[src/interval_overlap_finder_core_defines.svh]
`ifndef INTERVAL_OVERLAP_FINDER_CORE_DEFINES_SVH
`define INTERVAL_OVERLAP_FINDER_CORE_DEFINES_SVH

// Concurrent check on a given clock and active-low reset.
`define IOF_ASSERT_CLK(lbl, clk, rstn, prop) \
  lbl: assert property (@(posedge clk) disable iff (!rstn) prop) \
    else $error("interval_overlap_finder check failed");

// Same check on the core clock and reset.
`define IOF_ASSERT(lbl, prop) `IOF_ASSERT_CLK(lbl, clk_i, rst_ni, prop)

`endif

[src/iof_ram.sv]
`timescale 1ns / 1ps
module iof_ram #(
  parameter int unsigned Width = 8,
  parameter int unsigned Depth = 16
) (
  input  logic                     clk_i,
  input  logic                     we_i,
  input  logic [$clog2(Depth)-1:0] waddr_i,
  input  logic [Width-1:0]         wdata_i,
  input  logic [$clog2(Depth)-1:0] raddr_i,
  output logic [Width-1:0]         rdata_o
);
  logic [Width-1:0] mem_q [Depth];

  always_ff @(posedge clk_i) begin
    if (we_i) begin
      mem_q[waddr_i] <= wdata_i;
    end
    rdata_o <= mem_q[raddr_i];
  end
endmodule

[config.mk]
export PLATFORM = sky130hd
export DESIGN_NAME = iof_ram
export DESIGN_NICKNAME = d
export VERILOG_FILES = /design/src/interval_overlap_finder_core_defines.svh /design/src/iof_ram.sv
export SDC_FILE = /design/constraint.sdc
export NUM_CORES = 1
export LEC_CHECK = 0
export BUFFER_PORTS_ARGS = -buffer_cell sky130_fd_sc_hd__buf_2
export CORE_UTILIZATION = 35
export CTS_CLUSTER_DIAMETER = 80
export DETAILED_ROUTE_END_ITERATION = 10
export SLEW_MARGIN = 0
export SYNTH_ARGS = -nofsm -noshare
export SYNTH_HDL_FRONTEND = slang
export SYNTH_SLANG_ARGS = --single-unit
[constraint.sdc]
create_clock -name clk_i -period 4.1 [get_ports clk_i]
set_input_delay 1.025 -clock clk_i [delete_from_list [all_inputs] [get_ports clk_i]]
set_output_delay 1.025 -clock clk_i [all_outputs]
set_load 0.05 [all_outputs]
==> results of run 1 <==
==> cells by family after synthesis <==
kind of cell | synth area share, %
mux | 15.02
simple gates | 3.184
flops | 77.78
buf+inv | 1.677
compound gates | 2.334
==> power groups by stage <==
| stage | Combinational [uW] | Clock, uW | Sequential [uW] |
|---|---|---|---|
| 6_report | 170 | 1480 | 1570 |
| 5_1_grt | 183 | 1560 | 1570 |
| 4_1_cts | 173 | 1500 | 1570 |
| 3_5_place_dp | 173 | 0 | 1590 |
| 3_3_place_gp | 169 | 0 | 1590 |
| 2_1_floorplan | 78.9 | 0 | 1620 |
==> metrics by stage <==
step	cell area, um2	total power, uW	std cells
detailed placement	5464	1768	431
floorplan	5147	1701	229
global placement	5464	1763	431
finish	6035	3212	463
CTS	6035	3239	463
global route	6035	3307	463
==> worst paths after layout <==
kind                endpoint  cells after the start
setup / recovery  rdata_o[0]                      5
hold / removal    rdata_o[1]                      3
setup reg to reg  rdata_o[7]                      3
hold reg to reg   rdata_o[1]                      3
==> critical path, cell delays in order <==
cell and delay (ns):
buf_2 0.65, buf_4 0.29, mux4_2 0.51, a22oi_1 0.24, nand2_1 0.08
==> flip-flops by register name (all words and copies together), names as in the netlist <==
register / count
mem_q: 128
rdata_o: 8
==> final cells by class <==
cell class	instances	area [um2]	share of cell area [%]
clock buffer	21	440.4	7.298
clock inverter	11	130.1	2.156
multi-input combinational	83	1057	17.52
sequential	136	4004	66.35
tap	180	225.2	3.732
timing repair buffer	32	177.7	2.944
==> per-layer routing <==
metal,vias to the layer above,global-route usage (%)
li1,1058,-
met3,6,4.290
met1,1299,21.35
met2,87,23.08
met5,-,0
met4,0,6.099
==> placed cells by master, fill, tap and decap left out <==
| cell | Yosys | final |
|---|---|---|
| edfxtp_1 | 128 | 128 |
| buf_2 | 3 | 25 |
| mux4_2 | 18 | 18 |
| clkbuf_16 | 0 | 17 |
| a22oi_1 | 16 | 16 |
| mux4_1 | 14 | 14 |
| nor2_1 | 13 | 13 |
| nand2_1 | 9 | 9 |
| dfxtp_1 | 8 | 8 |
| buf_4 | 1 | 7 |
| clkinv_2 | 0 | 5 |
| nor3_1 | 4 | 4 |
| clkbuf_1 | 0 | 4 |
| bufinv_16 | 0 | 3 |
| nand3b_1 | 2 | 2 |
| nand2b_1 | 2 | 2 |
| clkinv_1 | 0 | 2 |
| nor2b_1 | 1 | 1 |
| and2_1 | 1 | 1 |
| and2b_1 | 1 | 1 |
| nand3_1 | 1 | 1 |
| or3b_2 | 1 | 1 |
| clkinvlp_4 | 0 | 1 |
==> run summary, run 1 <==
Layout cells sized above 1 -> 27.21%
Via count -> 2450
Slew HR -> 21.62%
GRT Total Usage -> 15.41%
Clk Latency, worst-skew pair -> 0.42 ns
FF-to-FF Start -> mem_q[4][7]
Post-synthesis cell type count -> 19
Setup_tns -> 0 ns
WP data required -> 4.39 ns
Dpl hpwl -> 6423 um
Synthesized flop and latch total -> 136
Core ar. -> 14100 um2
Async S/R FF share, synth -> 0%
Die Span Y -> 123.3 um
Max cap viols -> 0
Clk buf depth -> 2
Initial antenna violation count -> 0
DP Worst Slack -> 1.097 ns
Met2 wire len -> 5000 um
Leak -> 0.002010 uW
Top_reg_cell synth -> edfxtp_1
Tightest Hold Check Type -> register to register
Drt first pass iters -> 4
Seq pwr share -> 48.8%
First-pass GRT wire length -> 15620 um
Number of global-route vias before repair -> 2521
Post-CTS setup buffers -> 0
Post-CTS Hold Buffers -> 0
Met3 wire len -> 598 um
RSZ-0062 raised after global routing -> no
Endpoint class of the critical path -> register
Cell Area, Synth -> 5147 um2
Outcome -> finished, final reports clean
Final Util -> 42.81%
1st-iter DRT viols -> 243
IO Port Bufs -> 25
Crit share post-route -> 61.89%
Slew Viols, Final -> 0
Cts repair resizes -> 0
Cell accounting for the most synthesized area -> edfxtp_1
Htree depth -> 4
Count leader, synth -> edfxtp_1
WL per Instance -> 22.59 um
Worst-Margin Slew -> 1.171 ns
Worst hold slack -> 0.6644 ns
Residual DRC -> 0
Largest net degree at the start of global routing -> 33
Fin crit period -> 2.538 ns
Fillers -> 1223
Yosys top cell area share -> 74.67%
Final setup margin -> 1.562 ns
CP Launch Type -> primary input
Max Fanout on Critical Path -> 26
Combinational Power Share -> 5.3%
Die Area -> 15200 um2
Maximum operating frequency -> 394.1 MHz
Clock power frac -> 45.9%
Synth top cells by count -> edfxtp_1, mux4_2, a22oi_1, mux4_1, nor2_1
Worst setup path startpoint -> raddr_i[0]
Diodes inserted -> 0
Area delta synth->final -> 17.23%
Gate Count Post-Synth -> 229
Worst-path clk slew -> 0.05 ns
Data arrival, critical path -> 2.82 ns
Endpoints failing hold -> 0
Initial Util -> 36.52%
Net count after synthesis -> 247
Internal power -> 2557 uW
WL final -> 10460 um
Sw Pwr -> 654.5 uW
Chip width -> 123.3 um
Root buf cell -> clkbuf_16
Std cell rows -> 43
Clock Skew -> 0.01576 ns
Clock Sinks -> 136
VDD IR max -> 321.5 uV
CTS tree -> done
Met1 WL -> 4796 um
Synth warnings -> 0
GR Overflow Total -> 0
GPL Wtd Cong -> 0.7172
Worst Setup Path Type -> primary input to register
Mean area per synthesized cell -> 22.48 um2
DRT antenna net count -> 0
Number of synthesized flops with an enable pin -> 128
Ports -> 26
Net Sw Frac -> 20.38%
Power Dens Cells -> 532.3 nW/um2
Via-per-instance ratio -> 5.292
Final net count -> 288
Highest routed layer -> met4
Setup slack, reg-to-reg -> 2.75 ns
Seq/Total Area, Yosys -> 77.78%
Setup violations, final -> 0
Hold Path Origin -> mem_q[14][1]
Main area contributors after synthesis -> edfxtp_1, mux4_2, mux4_1, dfxtp_1, a22oi_1
CTS buffer count -> 17
(Power assumes the default switching activity.)
==> run 2: changes to the inputs <==
==> constraint.sdc (replaced) <==
create_clock -name clk_i -period 2.49 [get_ports clk_i]
set_input_delay 0.6225 -clock clk_i [delete_from_list [all_inputs] [get_ports clk_i]]
set_output_delay 0.6225 -clock clk_i [all_outputs]
set_load 0.05 [all_outputs]
==> run 2 against run 1 <==
Clock power is 80% higher. Global-route usage decreased by 0.12 points. Combinational power rose by 73%. Power is 72% higher. Sequential power grew 64%. Critical path depth is the same. Routed wire length down 4.5%.
==> run summary, run 2 (synthesis gave the netlist of run 1 again) <==
Combinational Power Share -> 5.3% (about the same)
Slew Viols, Final -> 0 (unchanged)
Power Dens Cells -> 885.3 nW/um2 (was 532.3 nW/um2)
Leak -> 0.002129 uW (was 0.002010 uW)
Die Span Y -> 123.3 um (unchanged)
Largest net degree at the start of global routing -> 21 (was 33)
Largest Register -> mem_q (unchanged)
Layout cells sized above 1 -> 32.66% (was 27.21%)
Clk buf depth -> 2 (unchanged)
Max cap viols -> 0 (unchanged)
Post-CTS Hold Buffers -> 0 (unchanged)
CTS buffer count -> 17 (unchanged)
Fin crit period -> 1.689 ns
DRT antenna net count -> 0 (unchanged)
Endpoints failing hold -> 0 (unchanged)
Sw Pwr -> 1154 uW (was 654.5 uW)
CTS tree -> done (unchanged)
Worst-Margin Slew -> 0.7077 ns (was 1.171 ns)
Commonest non-fill, non-tap cell in the layout -> edfxtp_1 (unchanged)
Finished Cell Area -> 6245 um2 (was 6035 um2)
Initial Util -> 36.52% (unchanged)
Setup violations, final -> 0 (unchanged)
Biggest regs -> mem_q: 128 flops, rdata_o: 8 flops (unchanged)
Endpoint class of the critical path -> register (unchanged)
Root buf cell -> clkbuf_16 (unchanged)
GPL Wtd Cong -> 0.7338 (was 0.7172)
Dpl hpwl -> 6548 um (was 6423 um)
Residual DRC -> 0 (unchanged)
Data arrival, critical path -> 2.00 ns (was 2.82 ns)
WL per Instance -> 20.95 um (was 22.59 um)
Internal power -> 4375 uW (was 2557 uW)
Worst-path clk slew -> 0.06 ns (was 0.05 ns)
Crit share post-route -> 67.84%
1st-iter DRT viols -> 167 (was 243)
Cts repair resizes -> 0 (unchanged)
IO Port Bufs -> 25 (unchanged)
Clk Latency, worst-skew pair -> 0.42 ns (about the same)
Core ar. -> 14100 um2 (unchanged)
Clock Sinks -> 136 (unchanged)
Initial antenna violation count -> 1 (was 0)
Drt first pass iters -> 5 (was 4)
Area delta synth->final -> 21.32% (was 17.23%)
Clock power frac -> 48.1% (was 45.9%)
Outcome -> finished, final reports clean (unchanged)
Final Util -> 44.30% (was 42.81%)
Chip width -> 123.3 um (unchanged)
GRT Total Usage -> 15.29% (was 15.41%)
Maximum operating frequency -> 592.0 MHz
Max Fanout on Critical Path -> 20 (was 26)
Htree depth -> 4 (unchanged)
Worst hold slack -> 0.5902 ns (was 0.6644 ns)
Final Total Pwr -> 5529 uW (was 3212 uW)
VDD IR max -> 658.1 uV (was 321.5 uV)
Post-CTS setup buffers -> 0 (unchanged)
GR Overflow Total -> 0 (unchanged)
Final net count -> 302 (was 288)
Largest register FFs -> 128 (unchanged)
Ports -> 26 (unchanged)
Via-per-instance ratio -> 5.124 (was 5.292)
First-pass GRT wire length -> 15660 um (was 15620 um)
DP Area -> 5607 um2 (was 5464 um2)
WP data required -> 2.80 ns (was 4.39 ns)
Most frequent cells in the layout -> edfxtp_1, buf_2, mux4_2, buf_4, clkbuf_16 (was edfxtp_1, buf_2, mux4_2)
Setup slack, reg-to-reg -> 1.13 ns (was 2.75 ns)
Die Area -> 15200 um2 (unchanged)
Worst Setup Path Type -> primary input to register (unchanged)
Setup_tns -> 0 ns (unchanged)
Clock Skew -> 0.005994 ns (was 0.01576 ns)
CP Launch Type -> primary input (unchanged)
Std cell rows -> 43 (unchanged)
Diodes inserted -> 0 (unchanged)
Slew HR -> 52.65% (was 21.62%)
Seq pwr share -> 46.6% (was 48.8%)
Via count -> 2444 (was 2450)
WL final -> 9992 um (was 10460 um)
Tightest Hold Check Type -> primary input to register (was register to register)
Net Sw Frac -> 20.87% (was 20.38%)
RSZ-0062 raised after global routing -> no (unchanged)
Number of global-route vias before repair -> 2515 (was 2521)
[run 2: cell types whose count changed in the layout (fill, tap and decap cells not counted)]
cell / change
buf_4: +11
clkinv_4: +6
clkbuf_1: -4
buf_12: +3
clkinv_2: -3
clkinv_1: -2
bufinv_16: +1
clkbuf_8: +1
inv_6: +1
[run 2: layout make-up]
| cell class | count | area (um2) |
|---|---|---|
| fillers | 1210 | 7851 |
| flip-flops and latches | 136 | 4004 |
| multi-input cells | 83 | 1057 |
| clock buffers | 18 | 439.2 |
| repair buffers | 46 | 320.3 |
| well taps | 180 | 225.2 |
| clock inverters | 14 | 198.9 |
[run 2: through the flow]
| stage | std cells | setup slack (ns) |
|---|---|---|
| final | 477 | 0.8009 |
| after global routing | 477 | 0.6850 |
| after CTS | 477 | 0.7759 |
| after global placement | 445 | 0.3259 |
| after detailed placement | 445 | 0.3219 |
| after floorplan | 229 | 0.3746 |
[run 2: per-layer routing]
layer	track usage, %	share of wire [%]
met2	22.21	46
met5	0	0.12
met1	21.32	47
met3	4.935	4.5
met4	6.099	1.6
[run 2: power by group through the flow]
stage	Combinational, uW	Sequential, uW	Clock, uW
after floorplan	130	2670	0
after global placement	293	2620	0
after detailed placement	298	2620	0
after CTS	298	2580	2710
after global routing	318	2580	2790
final	294	2570	2660
[run 2: worst paths after layout]
path               start          end  depth (start not counted)
max           raddr_i[0]   rdata_o[5]                          5
min           wdata_i[2]  mem_q[1][2]                          1
max reg2reg  mem_q[7][7]   rdata_o[7]                          3
min reg2reg  mem_q[8][1]   rdata_o[1]                          3
[run 2: worst max-delay path, stage by stage]
cell	delay [ns]
buf_2	0.21
buf_12	0.23
mux4_1	0.59
a22oi_1	0.26
nand2_1	0.08
==> run 3: changes to the inputs <==
--- a/config.mk
+++ b/config.mk
@@ -5,6 +5,7 @@
 export SDC_FILE = /design/constraint.sdc
 export NUM_CORES = 1
 export LEC_CHECK = 0
+export ABC_AREA = 1
 export BUFFER_PORTS_ARGS = -buffer_cell sky130_fd_sc_hd__buf_2
 export CORE_UTILIZATION = 35
 export CTS_CLUSTER_DIAMETER = 80
==> constraint.sdc (replaced) <==
create_clock -name clk_i -period 1.7 [get_ports clk_i]
set_input_delay 0.425 -clock clk_i [delete_from_list [all_inputs] [get_ports clk_i]]
set_output_delay 0.425 -clock clk_i [all_outputs]
set_load 0.05 [all_outputs]
==> run 3 against run 2 <==
Clock power up 48%. Critical endpoint is now rdata_o[0]. Sequential power rose by 47%. Critical path type is now register to output pin. Highest routed layer is now met4. Largest power group unchanged. Non-clock buffer count rose by 3. Setup slack worse by 0.58 ns.
==> run summary, run 3 <==
Outcome -> finished, final reports clean (unchanged)
Layout cells sized above 1 -> 12.99% (was 32.66%)
Data arrival, critical path -> 1.05 ns (was 2.00 ns)
Core ar. -> 16000 um2 (was 14100 um2)
Initial antenna violation count -> 0 (was 1)
Max cap viols -> 0 (unchanged)
First-pass GRT wire length -> 21020 um (was 15660 um)
WL per Instance -> 16.07 um (was 20.95 um)
CTS buffer count -> 17 (unchanged)
Area delta synth->final -> 18.98% (was 21.32%)
WP data required -> 1.27 ns (was 2.80 ns)
Endpoints failing hold -> 0 (unchanged)
Diodes inserted -> 0 (unchanged)
Worst flop-to-flop path endpoint -> rdata_o[7] (unchanged)
CP max stage delay -> 0.37 ns (was 0.59 ns)
Drt first pass iters -> 5 (unchanged)
Cell accounting for the most synthesized area -> edfxtp_1 (unchanged)
WHS Path Cells -> 3 (was 1)
Worst hold endpoint -> rdata_o[7] (was mem_q[1][2])
Hold Path Origin -> raddr_i[3] (was wdata_i[2])
Ports -> 26 (unchanged)
Critical-path top delay cell -> dfxtp_1 (was mux4_1)
Count leader, synth -> nand2_1 (was edfxtp_1)
Htree depth -> 4 (unchanged)
Synth warnings -> 0 (unchanged)
Via count -> 3756 (was 2444)
FF-to-FF Start -> mem_q[1][7] (was mem_q[7][7])
WL final -> 13240 um (was 9992 um)
Reg2Reg Depth -> 6 (was 3)
Synth top cells by count -> nand2_1, edfxtp_1, inv_1, nand3_1, nor2_1 (was edfxtp_1, mux4_2, a22oi_1, mux4_1, nor2_1)
Crit path cell chain -> buf_2 (was buf_2 > buf_12 > mux4_1 > a22oi_1 > nand2_1)
Post-Synth XOR/XNOR Area -> 0% (unchanged)
Fin crit period -> 1.477 ns
Post-synthesis cell type count -> 12 (was 19)
Die Span Y -> 130.4 um (was 123.3 um)
GRT Total Usage -> 17.23% (was 15.29%)
Number of global-route vias before repair -> 3750 (was 2515)
Clock Skew -> 0.008816 ns (was 0.005994 ns)
Via-per-instance ratio -> 4.558 (was 5.124)
Initial Util -> 36.04% (was 36.52%)
Chip width -> 130.4 um (was 123.3 um)
WP buf/inv -> 1 (was 2)
Synthesized flop and latch total -> 136 (unchanged)
Main area contributors after synthesis -> edfxtp_1, nand2_1, nand3_1, inv_1, dfxtp_1 (was edfxtp_1, mux4_2, mux4_1, dfxtp_1, a22oi_1)
Dpl hpwl -> 8106 um (was 6548 um)
IO Port Bufs -> 25 (unchanged)
Net count after synthesis -> 569 (was 247)
Worst-Margin Slew -> 0.4048 ns (was 0.7077 ns)
Mean area per synthesized cell -> 10.47 um2 (was 22.48 um2)
Post-CTS Hold Buffers -> 0 (unchanged)
Crit share post-route -> 86.87%
GPL Wtd Cong -> 0.7673 (was 0.7338)
Root buf cell -> clkbuf_16 (unchanged)
Largest family of logic cells by synthesized area -> simple AND/OR/NAND/NOR gates (was multiplexers)
DRT antenna net count -> 0 (unchanged)
Compound-Gate Fraction of Synth Area -> 0% (was 2.333%)
Cell Area, Synth -> 5767 um2 (was 5147 um2)
Fillers -> 1509 (was 1210)
Max Fanout on Critical Path -> 1 (was 20)
CTS tree -> done (unchanged)
1st-iter DRT viols -> 400 (was 167)
Top delay family on crit path -> flip-flops (was multiplexers)
Number of synthesized flops with an enable pin -> 128 (unchanged)
Yosys top cell area share -> 66.65% (was 74.67%)
Maximum operating frequency -> 677.1 MHz
Worst-path clk slew -> 0.06 ns (about the same)
Largest Register -> mem_q (unchanged)
Commonest non-fill, non-tap cell in the layout -> nand2_1 (was edfxtp_1)
Tightest Hold Check Type -> primary input to register (unchanged)
Final net count -> 613 (was 302)
Cell Count, Final, Fillers Out -> 824 (was 477)
CP Launch Type -> register (was primary input)
Largest register FFs -> 128 (unchanged)
RSZ-0062 raised after global routing -> no (unchanged)
Slew HR -> 73.01% (was 52.65%)
Power Dens Cells -> 1202 nW/um2 (was 885.3 nW/um2)
Cts repair resizes -> 0 (unchanged)
Endpoint class of the critical path -> output pin (was register)
Slew Viols, Final -> 0 (unchanged)
Multiplexer area fraction after synthesis -> 0% (was 15.02%)
Seq/Total Area, Yosys -> 69.43% (was 77.78%)
Gate Count Post-Synth -> 551 (was 229)
Clk Latency, worst-skew pair -> 0.41 ns (was 0.42 ns)
Async S/R FF share, synth -> 0% (unchanged)
Setup violations, final -> 0 (unchanged)
Post-CTS setup buffers -> 0 (unchanged)
Setup slack, reg-to-reg -> 0.69 ns (was 1.13 ns)
Die Area -> 16990 um2 (was 15200 um2)
Top_reg_cell synth -> edfxtp_1 (unchanged)
GR Overflow Total -> 0 (unchanged)
DP Cell Count -> 792 (was 445)
Worst Setup Path Type -> register to output pin (was primary input to register)
Most frequent cells in the layout -> nand2_1, edfxtp_1, inv_1 (was edfxtp_1, buf_2, mux4_2, buf_4, clkbuf_16)
Largest net degree at the start of global routing -> 65 (was 21)
VDD IR max -> 675.3 uV (was 658.1 uV)
Leak -> 0.002956 uW (was 0.002129 uW)
Setup_tns -> 0 ns (unchanged)
Clk buf depth -> 2 (unchanged)
Post-Synth Adder-Cell Area -> 0% (unchanged)
Biggest regs -> mem_q: 128 flops, rdata_o: 8 flops (unchanged)
Residual DRC -> 0 (unchanged)
Clock Sinks -> 136 (unchanged)
Std cell rows -> 46 (was 43)
Simple-Gate Fraction of Synth Area -> 21.05% (was 3.184%)
## run 3: cell count changes after synthesis, moves of 4 or more
| cell | delta |
|---|---|
| nor2_1 | +4 |
| a22oi_1 | -16 |
| nor3_1 | -4 |
| nand3_1 | +96 |
| buf_2 | +10 |
| mux4_1 | -14 |
| nand2_1 | +164 |
| inv_1 | +100 |
| mux4_2 | -18 |
## run 3: layout make-up
cell class | instances | area [um2] | area share [%]
Multi-Input combinational cell | 289 | 1214 | 17.69
Clock buffer | 19 | 432.9 | 6.309
Inverter | 102 | 382.9 | 5.580
Sequential cell | 136 | 4004 | 58.35
Tap cell | 216 | 270.3 | 3.939
Clock inverter | 13 | 202.7 | 2.954
Timing Repair Buffer | 49 | 355.3 | 5.179
## run 3: worst max-delay path by stage
stage               slack, ns  cells after the start           end  startpoint
detailed placement       0.12                      8    rdata_o[6]  raddr_i[0]
global route             0.18                      1    rdata_o[0]  rdata_o[0]
CTS                      0.21                      1    rdata_o[0]  rdata_o[0]
floorplan                0.32                      2  mem_q[10][0]  waddr_i[2]
global placement         0.12                      8    rdata_o[6]  raddr_i[0]
finish                   0.22                      1    rdata_o[0]  rdata_o[0]
## run 3: report_power, final
group          total [uW]  switching (uW)  internal (uW)
Sequential           3780            26.3           3750
Clock                3930            1340           2590
Combinational         545             397            148
Total                8250            1760           6490
## run 3: cell families (layout without fill, tap and decap cells)
family	after synthesis	after routing
buffers and inverters	126	183
flip-flops	136	136
AND/OR/NAND/NOR	289	289
## run 3: worst reg2reg max path: stages, from the launching register on
cell	delay, ns
edfxtp_1	0.35
inv_1	0.06
nand2_1	0.04
nand3_1	0.10
nand3_1	0.13
nand3_1	0.16
nand2_1	0.07
## run 3: per-stage QoR
stage / utilization, % / setup WS [ns] / power (uW) / hold slack (ns) / area (um2)
floorplan: - / 0.3242 / 4178 / 0.5239 / 5767
global placement: 38.91 / 0.1221 / 4391 / 0.6528 / 6226
detailed placement: 38.91 / 0.1235 / 4395 / 0.6613 / 6226
CTS: 42.88 / 0.2141 / 8313 / 0.3681 / 6862
global route: 42.88 / 0.1845 / 8499 / 0.3900 / 6862
finish: 42.88 / 0.2232 / 8249 / 0.3792 / 6862
## run 3: per-layer routing
metal	wire (um)	vias to the layer above	global-route usage [%]
met1	5734	1765	22.65
met5	0	-	0
li1	-	1861	-
met4	180	0	7.099
met3	868	10	3.608
met2	6457	120	27.82
